--- src/hw/rtl/dllm_pkg.sv ---
// dllm_pkg: shared constants, action codes and controller/datapath structs
`timescale 1ns / 1ps
`default_nettype none

package dllm_pkg;

	// pool size; index and link widths follow from it
	localparam int NODES  = 64;
	localparam int IDX_W  = $clog2(NODES);
	localparam int LINK_W = IDX_W + 1;
	localparam int ACT_W  = 3;

	// link value that means no node
	localparam logic [LINK_W-1:0] NONE = LINK_W'(NODES);

	// action codes
	localparam logic [ACT_W-1:0] ACT_INSERT = 3'd0;
	localparam logic [ACT_W-1:0] ACT_APPEND = 3'd1;
	localparam logic [ACT_W-1:0] ACT_TAKE   = 3'd2;
	localparam logic [ACT_W-1:0] ACT_UNLINK = 3'd3;
	localparam logic [ACT_W-1:0] ACT_CLEAR  = 3'd4;

	// controller to datapath
	typedef struct packed {
		logic start;      // capture item, issue link reads
		logic exec_step;  // main link update, head/tail/count commit
		logic link_step;  // write the new node's own links
		logic load_out;   // load the response register
	} dllm_cmd_t;

	// datapath to controller
	typedef struct packed {
		logic ins_pending;  // captured item is an insert or append
		logic out_busy;     // response register full and stalled
	} dllm_sts_t;

endpackage

`default_nettype wire

--- src/hw/rtl/dllm_ram.sv ---
// dllm_ram: generic single write port, single read port RAM with registered read
`timescale 1ns / 1ps
`default_nettype none

module dllm_ram #(
	parameter int WIDTH = 8,
	parameter int DEPTH = 64
) (
	input  wire logic                     clk,
	input  wire logic                     wr_en,
	input  wire logic [$clog2(DEPTH)-1:0] wr_addr,
	input  wire logic [WIDTH-1:0]         wr_data,
	input  wire logic                     rd_en,
	input  wire logic [$clog2(DEPTH)-1:0] rd_addr,
	output logic      [WIDTH-1:0]         rd_data
);

	logic [WIDTH-1:0] mem_q [DEPTH];
	logic [WIDTH-1:0] rd_data_q;

	always_ff @(posedge clk) begin
		if (wr_en) begin
			mem_q[wr_addr] <= wr_data;
		end
		if (rd_en) begin
			rd_data_q <= mem_q[rd_addr];
		end
	end

	assign rd_data = rd_data_q;

endmodule

`default_nettype wire

--- src/hw/rtl/dllm_ctrl.sv ---
// dllm_ctrl: sequencing state machine for one list action
`timescale 1ns / 1ps
`default_nettype none

module dllm_ctrl (
	input  wire logic              clk,
	input  wire logic              arst_n,
	input  wire logic              req_valid,
	output logic                   req_stall,
	input  wire dllm_pkg::dllm_sts_t sts,
	output dllm_pkg::dllm_cmd_t    cmd
);

	localparam logic [1:0] ST_IDLE = 2'd0;
	localparam logic [1:0] ST_EXEC = 2'd1;
	localparam logic [1:0] ST_LINK = 2'd2;

	logic [1:0] state_q;
	logic [1:0] state_d;

	always_comb begin
		state_d       = state_q;
		cmd.start     = 1'b0;
		cmd.exec_step = 1'b0;
		cmd.link_step = 1'b0;
		cmd.load_out  = 1'b0;
		case (state_q)
			ST_IDLE: begin
				if (req_valid) begin
					cmd.start = 1'b1;
					state_d   = ST_EXEC;
				end
			end
			ST_EXEC: begin
				// insert first rewires the neighbours, then the node itself
				if (sts.ins_pending) begin
					cmd.exec_step = 1'b1;
					state_d       = ST_LINK;
				end else if (!sts.out_busy) begin
					cmd.exec_step = 1'b1;
					cmd.load_out  = 1'b1;
					state_d       = ST_IDLE;
				end
			end
			ST_LINK: begin
				if (!sts.out_busy) begin
					cmd.link_step = 1'b1;
					cmd.load_out  = 1'b1;
					state_d       = ST_IDLE;
				end
			end
			default: begin
				state_d = ST_IDLE;
			end
		endcase
	end

	always_ff @(posedge clk or negedge arst_n) begin
		if (!arst_n) begin
			state_q <= ST_IDLE;
		end else begin
			state_q <= state_d;
		end
	end

	assign req_stall = (state_q != ST_IDLE);

endmodule

`default_nettype wire

--- src/hw/rtl/dllm_dp.sv ---
// dllm_dp: link memories, head/tail/count registers and response register
`timescale 1ns / 1ps
`default_nettype none

module dllm_dp (
	input  wire logic                          clk,
	input  wire logic                          arst_n,
	input  wire dllm_pkg::dllm_cmd_t           cmd,
	output dllm_pkg::dllm_sts_t                sts,
	input  wire logic [dllm_pkg::ACT_W-1:0]    action,
	input  wire logic [dllm_pkg::IDX_W-1:0]    node,
	input  wire logic [dllm_pkg::LINK_W-1:0]   after_node,
	output logic                               rsp_valid,
	input  wire logic                          rsp_stall,
	output logic      [dllm_pkg::LINK_W-1:0]   taken_node,
	output logic      [dllm_pkg::LINK_W-1:0]   list_count,
	output logic      [dllm_pkg::LINK_W-1:0]   head_node,
	output logic      [dllm_pkg::LINK_W-1:0]   tail_node
);

	localparam int IW = dllm_pkg::IDX_W;
	localparam int LW = dllm_pkg::LINK_W;

	// captured item
	logic [dllm_pkg::ACT_W-1:0] act_q;
	logic [IW-1:0]              node_q;
	logic [LW-1:0]              after_q;

	// list registers
	logic [LW-1:0] head_q, tail_q, count_q;
	logic [LW-1:0] head_d, tail_d, count_d;

	// neighbours kept for the second insert write
	logic [LW-1:0] succ_q, pred_q;

	// response register
	logic          rsp_valid_q;
	logic [LW-1:0] rsp_taken_q, rsp_count_q, rsp_head_q, rsp_tail_q;

	// link memories
	logic          nw_en, pw_en;
	logic [IW-1:0] nw_addr, pw_addr, nr_addr;
	logic [LW-1:0] nw_data, pw_data;
	logic [LW-1:0] nxt_rd, prv_rd;

	logic          is_ins;
	logic [LW-1:0] pred_raw, pred, succ, node_ext, taken_d;
	logic          pred_none;

	assign node_ext  = {{(LW-IW){1'b0}}, node_q};
	assign is_ins    = act_q inside {dllm_pkg::ACT_INSERT, dllm_pkg::ACT_APPEND};
	assign pred_raw  = (act_q == dllm_pkg::ACT_APPEND) ? tail_q : after_q;
	assign pred_none = (pred_raw >= dllm_pkg::NONE);
	assign pred      = pred_none ? dllm_pkg::NONE : pred_raw;
	assign succ      = pred_none ? head_q : nxt_rd;

	// read address chosen from the arriving item
	always_comb begin
		case (action)
			dllm_pkg::ACT_INSERT: nr_addr = after_node[IW-1:0];
			dllm_pkg::ACT_APPEND: nr_addr = tail_q[IW-1:0];
			dllm_pkg::ACT_TAKE:   nr_addr = head_q[IW-1:0];
			default:              nr_addr = node;
		endcase
	end

	always_comb begin
		head_d  = head_q;
		tail_d  = tail_q;
		count_d = count_q;
		taken_d = dllm_pkg::NONE;
		nw_en   = 1'b0;
		nw_addr = '0;
		nw_data = '0;
		pw_en   = 1'b0;
		pw_addr = '0;
		pw_data = '0;
		if (cmd.exec_step) begin
			case (act_q)
				dllm_pkg::ACT_INSERT, dllm_pkg::ACT_APPEND: begin
					if (!pred_none) begin
						nw_en   = 1'b1;
						nw_addr = pred[IW-1:0];
						nw_data = node_ext;
					end else begin
						head_d = node_ext;
					end
					if (succ < dllm_pkg::NONE) begin
						pw_en   = 1'b1;
						pw_addr = succ[IW-1:0];
						pw_data = node_ext;
					end else begin
						tail_d = node_ext;
					end
					if (count_q < dllm_pkg::NONE) begin
						count_d = count_q + LW'(1);
					end
				end
				dllm_pkg::ACT_TAKE: begin
					if (head_q < dllm_pkg::NONE) begin
						taken_d = head_q;
						head_d  = nxt_rd;
						if (nxt_rd >= dllm_pkg::NONE) begin
							tail_d = dllm_pkg::NONE;
						end else begin
							pw_en   = 1'b1;
							pw_addr = nxt_rd[IW-1:0];
							pw_data = dllm_pkg::NONE;
						end
						if (count_q != '0) begin
							count_d = count_q - LW'(1);
						end
					end
				end
				dllm_pkg::ACT_UNLINK: begin
					if (prv_rd < dllm_pkg::NONE) begin
						nw_en   = 1'b1;
						nw_addr = prv_rd[IW-1:0];
						nw_data = nxt_rd;
					end else begin
						head_d = nxt_rd;
					end
					if (nxt_rd < dllm_pkg::NONE) begin
						pw_en   = 1'b1;
						pw_addr = nxt_rd[IW-1:0];
						pw_data = prv_rd;
					end else begin
						tail_d = prv_rd;
					end
					if (count_q != '0) begin
						count_d = count_q - LW'(1);
					end
				end
				dllm_pkg::ACT_CLEAR: begin
					head_d  = dllm_pkg::NONE;
					tail_d  = dllm_pkg::NONE;
					count_d = '0;
				end
				default: begin
				end
			endcase
		end else if (cmd.link_step) begin
			// new node's own links last, so they win over the neighbour writes
			nw_en   = 1'b1;
			nw_addr = node_q;
			nw_data = succ_q;
			pw_en   = 1'b1;
			pw_addr = node_q;
			pw_data = pred_q;
		end
	end

	dllm_ram #(
		.WIDTH(LW),
		.DEPTH(dllm_pkg::NODES)
	) u_next_ram (
		.clk    (clk),
		.wr_en  (nw_en),
		.wr_addr(nw_addr),
		.wr_data(nw_data),
		.rd_en  (cmd.start),
		.rd_addr(nr_addr),
		.rd_data(nxt_rd)
	);

	dllm_ram #(
		.WIDTH(LW),
		.DEPTH(dllm_pkg::NODES)
	) u_prev_ram (
		.clk    (clk),
		.wr_en  (pw_en),
		.wr_addr(pw_addr),
		.wr_data(pw_data),
		.rd_en  (cmd.start),
		.rd_addr(node),
		.rd_data(prv_rd)
	);

	always_ff @(posedge clk or negedge arst_n) begin
		if (!arst_n) begin
			head_q      <= dllm_pkg::NONE;
			tail_q      <= dllm_pkg::NONE;
			count_q     <= '0;
			rsp_valid_q <= 1'b0;
		end else begin
			head_q  <= head_d;
			tail_q  <= tail_d;
			count_q <= count_d;
			if (cmd.load_out) begin
				rsp_valid_q <= 1'b1;
			end else if (!rsp_stall) begin
				rsp_valid_q <= 1'b0;
			end
		end
	end

	always_ff @(posedge clk) begin
		if (cmd.start) begin
			act_q   <= action;
			node_q  <= node;
			after_q <= after_node;
		end
		if (cmd.exec_step) begin
			succ_q <= succ;
			pred_q <= pred;
		end
		if (cmd.load_out) begin
			rsp_taken_q <= taken_d;
			rsp_count_q <= count_d;
			rsp_head_q  <= head_d;
			rsp_tail_q  <= tail_d;
		end
	end

	assign sts.ins_pending = is_ins;
	assign sts.out_busy    = rsp_valid_q & rsp_stall;

	assign rsp_valid  = rsp_valid_q;
	assign taken_node = rsp_taken_q;
	assign list_count = rsp_count_q;
	assign head_node  = rsp_head_q;
	assign tail_node  = rsp_tail_q;

endmodule

`default_nettype wire

--- src/hw/rtl/doubly_linked_list_manager.sv ---
// doubly_linked_list_manager: top level of the linked list manager over a fixed node pool
//
//  channel | direction | handshake            | payload
//  --------+-----------+----------------------+------------------------------------------
//  req     | in        | req_valid/req_stall  | action, node, after_node
//  rsp     | out       | rsp_valid/rsp_stall  | taken_node, list_count, head_node, tail_node
//
//  one action at a time: take, unlink, clear and unused codes run one main update,
//  insert and append add a link write step (two writes into each single-write-port link memory)
//  reset (arst_n low) empties the list; link memories keep no reset and need no sweep
//  the response register lets a new request be taken while a response is stalled;
//  the final step of the next action waits until that response transfer is done
`timescale 1ns / 1ps
`default_nettype none

module doubly_linked_list_manager (
	input  wire logic                        clk,
	input  wire logic                        arst_n,
	// request channel
	input  wire logic                        req_valid,
	output logic                             req_stall,
	input  wire logic [dllm_pkg::ACT_W-1:0]  action,
	input  wire logic [dllm_pkg::IDX_W-1:0]  node,
	input  wire logic [dllm_pkg::LINK_W-1:0] after_node,
	// response channel
	output logic                             rsp_valid,
	input  wire logic                        rsp_stall,
	output logic      [dllm_pkg::LINK_W-1:0] taken_node,
	output logic      [dllm_pkg::LINK_W-1:0] list_count,
	output logic      [dllm_pkg::LINK_W-1:0] head_node,
	output logic      [dllm_pkg::LINK_W-1:0] tail_node
);

	dllm_pkg::dllm_cmd_t cmd;  // controller commands into the datapath
	dllm_pkg::dllm_sts_t sts;  // datapath status back to the controller

	// state machine: idle, main update, second link write of an insert
	dllm_ctrl u_ctrl (
		.clk      (clk),
		.arst_n   (arst_n),
		.req_valid(req_valid),
		.req_stall(req_stall),
		.sts      (sts),
		.cmd      (cmd)
	);

	// next/prev link memories, list head, tail and count, response register
	dllm_dp u_dp (
		.clk       (clk),
		.arst_n    (arst_n),
		.cmd       (cmd),
		.sts       (sts),
		.action    (action),
		.node      (node),
		.after_node(after_node),
		.rsp_valid (rsp_valid),
		.rsp_stall (rsp_stall),
		.taken_node(taken_node),
		.list_count(list_count),
		.head_node (head_node),
		.tail_node (tail_node)
	);

	// a request transfer always starts a busy period
	a_busy_after_req: assert property (@(posedge clk) disable iff (!arst_n)
		(req_valid && !req_stall) |=> req_stall)
		else $error("request transfer not followed by busy controller");

	// a response only appears at the end of an action
	a_rsp_from_action: assert property (@(posedge clk) disable iff (!arst_n)
		$rose(rsp_valid) |-> $past(req_stall))
		else $error("response raised without an action in progress");

	// the count saturates at the pool size
	a_count_bound: assert property (@(posedge clk) disable iff (!arst_n)
		rsp_valid |-> (list_count <= dllm_pkg::NONE))
		else $error("list count above pool size");

	// insert holds the controller busy for its second link write
	a_insert_busy: assert property (@(posedge clk) disable iff (!arst_n)
		(cmd.exec_step && sts.ins_pending) |=> (req_stall && !cmd.start))
		else $error("insert left before its link write");

endmodule

`default_nettype wire
--- config.mk ---
export PLATFORM = sky130hd
export DESIGN_NAME = doubly_linked_list_manager
export DESIGN_NICKNAME = d
export VERILOG_FILES = /design/src/hw/rtl/dllm_pkg.sv /design/src/hw/rtl/dllm_ram.sv /design/src/hw/rtl/dllm_ctrl.sv /design/src/hw/rtl/dllm_dp.sv /design/src/hw/rtl/doubly_linked_list_manager.sv
export SDC_FILE = /design/constraint.sdc
export NUM_CORES = 1
export LEC_CHECK = 0
export BUFFER_PORTS_ARGS = -buffer_cell sky130_fd_sc_hd__buf_2
export CORE_ASPECT_RATIO = 1.1
export CORE_MARGIN = 10
export CORE_UTILIZATION = 30
export DETAILED_ROUTE_END_ITERATION = 6
export HOLD_SLACK_MARGIN = 0.15
export SYNTH_ARGS = -nofsm -noshare
export SYNTH_HDL_FRONTEND = slang
export SYNTH_SLANG_ARGS = --single-unit
--- constraint.sdc ---
create_clock -name clk -period 5.1 [get_ports clk]
set_input_delay 1.02 -clock clk [delete_from_list [all_inputs] [get_ports clk]]
set_output_delay 1.02 -clock clk [all_outputs]
set_load 0.1 [all_outputs]
==> metrics.txt <==
status=finished clean; Top cell by count, worst path=mux2i_4; startpoint types=register; Commonest cells post-synth=edfxtp_1 (968), nor2_1 (164), nand2_1 (162); CTS max path bufs=3; Die Ht=405 µm; fin crit period=between 4 and 5 ns; r2r endpoint=u_dp.u_prev_ram.mem_q[34][3]$_DFFE_PP_; initial core utilization=between 30 and 40%; worst skew pair latency=just over 0.7 ns; Root Buffer=clkbuf_16; Worst Clk Skew=just over 0.04 ns; CTS sink count=approximately 990; DRC Markers=0; Critical path buffers and inverters=1; total CTS buffers=roughly 100; count of flip-flops with a built-in enable after synthesis=968; max-cap viol count=0; r2r setup slk=approximately 0.87 ns; worst setup margin=0.871 ns; global route overflow=0; Pre-antenna DRT Iters=5; synthesized instance count=approximately 2.3k; clk slew on worst S/H paths=approximately 0.070 ns; post-layout util=between 30% and 40%; Worst R2R Start=u_dp.act_q[2]$_DFFE_PP_; post-cts repair resize count=0; worst hold slack=~0.3 ns; post-synthesis mux area share=between 10% and 20%; Routed WL per cell=approximately 24 µm; Mapped Area=about 40000 µm²; sequential power share=around half; Tcrit/Tclk final=roughly 83%; Fin. Hold Viols=0; Leak=15.3 nW; Final Max Slew Viols=0; Synth Area in XOR/XNOR=0%; chip width=370 µm; P_int=between 0.01 and 0.015 W; crit-path max FO=13; Synth Area in Compound Gates=under 10%; Most used DFF post-synth=edfxtp_1; worst r2r path cells=8; Async S/R FF share, synth=under 10%; largest family of logic cells by synthesized area=multiplexers; post-detail-place hpwl=between 60000 and 70000 µm; clock tree from TritonCTS=done; post-CTS setup buffer count=0; VDD IR max=just over 0.3 mV; vias in the first global route=21.8k; core area=roughly 130000 µm²; Sw Ratio=between 20 and 30%; ratio of total power to cell area=around 440 nW/µm²; Clk pwr share=35.5%; critical path, cell by cell=nor3b_4, mux2i_4, inv_4, mux2i_4, a32o_1, a21boi_2, nand3_1, nor2_1; pin count of the biggest net entering global routing=~110; Post-Route Setup TNS=0 ns; Setup violations, final=0; Synth area leaders=edfxtp_1 (72%), mux4_2 (8.2%), mux2i_1 (2.4%); row count=between 100 and 150; critical path class=reg2reg; RSZ-0062 raised after global routing=no; Ports=50; post-synth top area share=71.9%; first-pass GRT wire length=~150000 µm; initial antenna violation count=17; register area share after synthesis=between 70% and 80%; count leader, synth=edfxtp_1; aggregate global-route resource usage=roughly 13%; initial drt markers=between 2k and 2.5k; Routed WL=103000 µm; H-tree levels=3; Max-slew headroom=7.82%; Max Fclk=0.236 GHz; delay-heaviest family, CP=simple AND/OR/NAND/NOR gates; NetSw=between 0.005 and 0.006 W; largest area contributor in the netlist=edfxtp_1; Avg Cell Area, Syn=17.5 µm²; CP endpoint kind=register; Hold-fix buffers, CTS=0; Distinct cells, synth=76; Comb power frac=between 10% and 20%; syn_nets=2333; #FFs+latches synth=approximately 990; Port Buffers=49; Ys Warns=0; die area=150000 µm²; CP peak stage delay=approximately 0.72 ns; slew at the pin closest to its max-slew limit=around 1.4 ns; post-synthesis simple-gate area fraction=between 5 and 6%; data arrival time of the critical path=about 4.5 ns; CP Data Required Time=approximately 5.4 ns; pre-CTS setup slack=a little under 0.8 ns; Pwr Total=about 0.021 W; vias after detailed routing=between 20k and 25k; post-synthesis adder-cell area fraction=0.217%; ratio of cells with drive above 1 in the final layout=a little under a quarter; antenna viol nets, final=0; GPL Wtd Cong=between 0.8 and 0.9; Hold WC Path Type=in2async; Slowest-stage cell, CP=nor2_1; area grow syn2layout=15.5%; nets@finish=roughly 2.5k; via/cell ratio=about 5.1
[cell type report]
cell class	instances	area, µm²
repair buffers	168	1260
clock buffers	133	2770
multi-input cells	1170	10200
well taps	1787	2240
diodes	4	10.0
flip-flops and latches	992	29700
fillers	12637	87400
clock inverters	56	500
inverters	15	58.8
[stage by stage]
step	cells	instance area [µm²]
floorplan	2306	40400
global placement	4132	43400
detailed placement	4132	43400
CTS	4321	46700
global route	4322	46700
finish	4325	46700
[power groups by stage]
stage	Sequential [W]	Combinational, W	Clock [W]
after CTS	0.00993	0.00339	0.00749
after floorplan	0.0104	0.00178	0
after global placement	0.0101	0.00336	0
final	0.00994	0.00337	0.00733
after global routing	0.00996	0.00358	0.00782
after detailed placement	0.0101	0.00338	0
[worst max path at each step]
stage / cells past startpoint / to / start / slack (ns)
floorplan: 4 / u_dp.u_next_ram.mem_q[0][0]$_DFFE_PP_ / rsp_stall / 0.32
global placement: 9 / u_dp.u_next_ram.rd_data[3]$_DFFE_PP_ / action[2] / 0.79
detailed placement: 9 / u_dp.u_next_ram.rd_data[2]$_DFFE_PP_ / action[2] / 0.77
CTS: 8 / u_dp.u_prev_ram.mem_q[34][3]$_DFFE_PP_ / u_dp.act_q[2]$_DFFE_PP_ / 0.89
global route: 8 / u_dp.u_prev_ram.mem_q[34][3]$_DFFE_PP_ / u_dp.act_q[2]$_DFFE_PP_ / 0.64
finish: 8 / u_dp.u_prev_ram.mem_q[34][3]$_DFFE_PP_ / u_dp.act_q[2]$_DFFE_PP_ / 0.87
[placed cells by master (no fill, tap or decap), types with 51 or more instances in the layout]
master     instances
a211oi_1          51
and2_1            56
buf_4            111
clkbuf_16        105
edfxtp_1         968
mux2_2            77
mux2i_1           95
mux4_2           147
nand2_1          161
nand3_1           72
nor2_1           164
[metal layers]
layer / track usage, % / wire [µm] / vias up
li1: - / - / 9586
met1: 18.0 / 43000 / 11278
met2: 21.6 / 49100 / 848
met3: 2.91 / 7810 / 202
met4: 4.24 / 3060 / 18
met5: 0 / 118 / -
[logic make-up (layout without fill, tap and decap cells)]
group,count (synthesis),count (layout)
buf+inv,144,372
fa+ha+maj,7,7
compound gates,326,326
mux,322,322
other cells,0,4
simple gates,515,515
flops,992,992
[state kept, by name (all words and copies together) (netlist names)]
| name | flops |
|---|---|
| u_dp.count_q | 7 |
| u_dp.list_count | 7 |
| u_dp.u_prev_ram.rd_data | 7 |
| u_dp.u_next_ram.rd_data | 7 |
| u_dp.succ_q | 7 |
| u_dp.act_q | 3 |
| u_dp.head_q | 7 |
| u_dp.tail_q | 7 |
| u_dp.head_node | 7 |
| u_dp.node_q | 6 |
| u_dp.u_next_ram.mem_q | 448 |
| u_dp.rsp_valid | 1 |
| u_dp.after_q | 7 |
| u_dp.u_prev_ram.mem_q | 448 |
| u_dp.pred_q | 7 |
| u_dp.tail_node | 7 |
| u_ctrl.state_q | 2 |
| u_dp.taken_node | 7 |
Note: power is estimated with default switching activity, not from simulation.
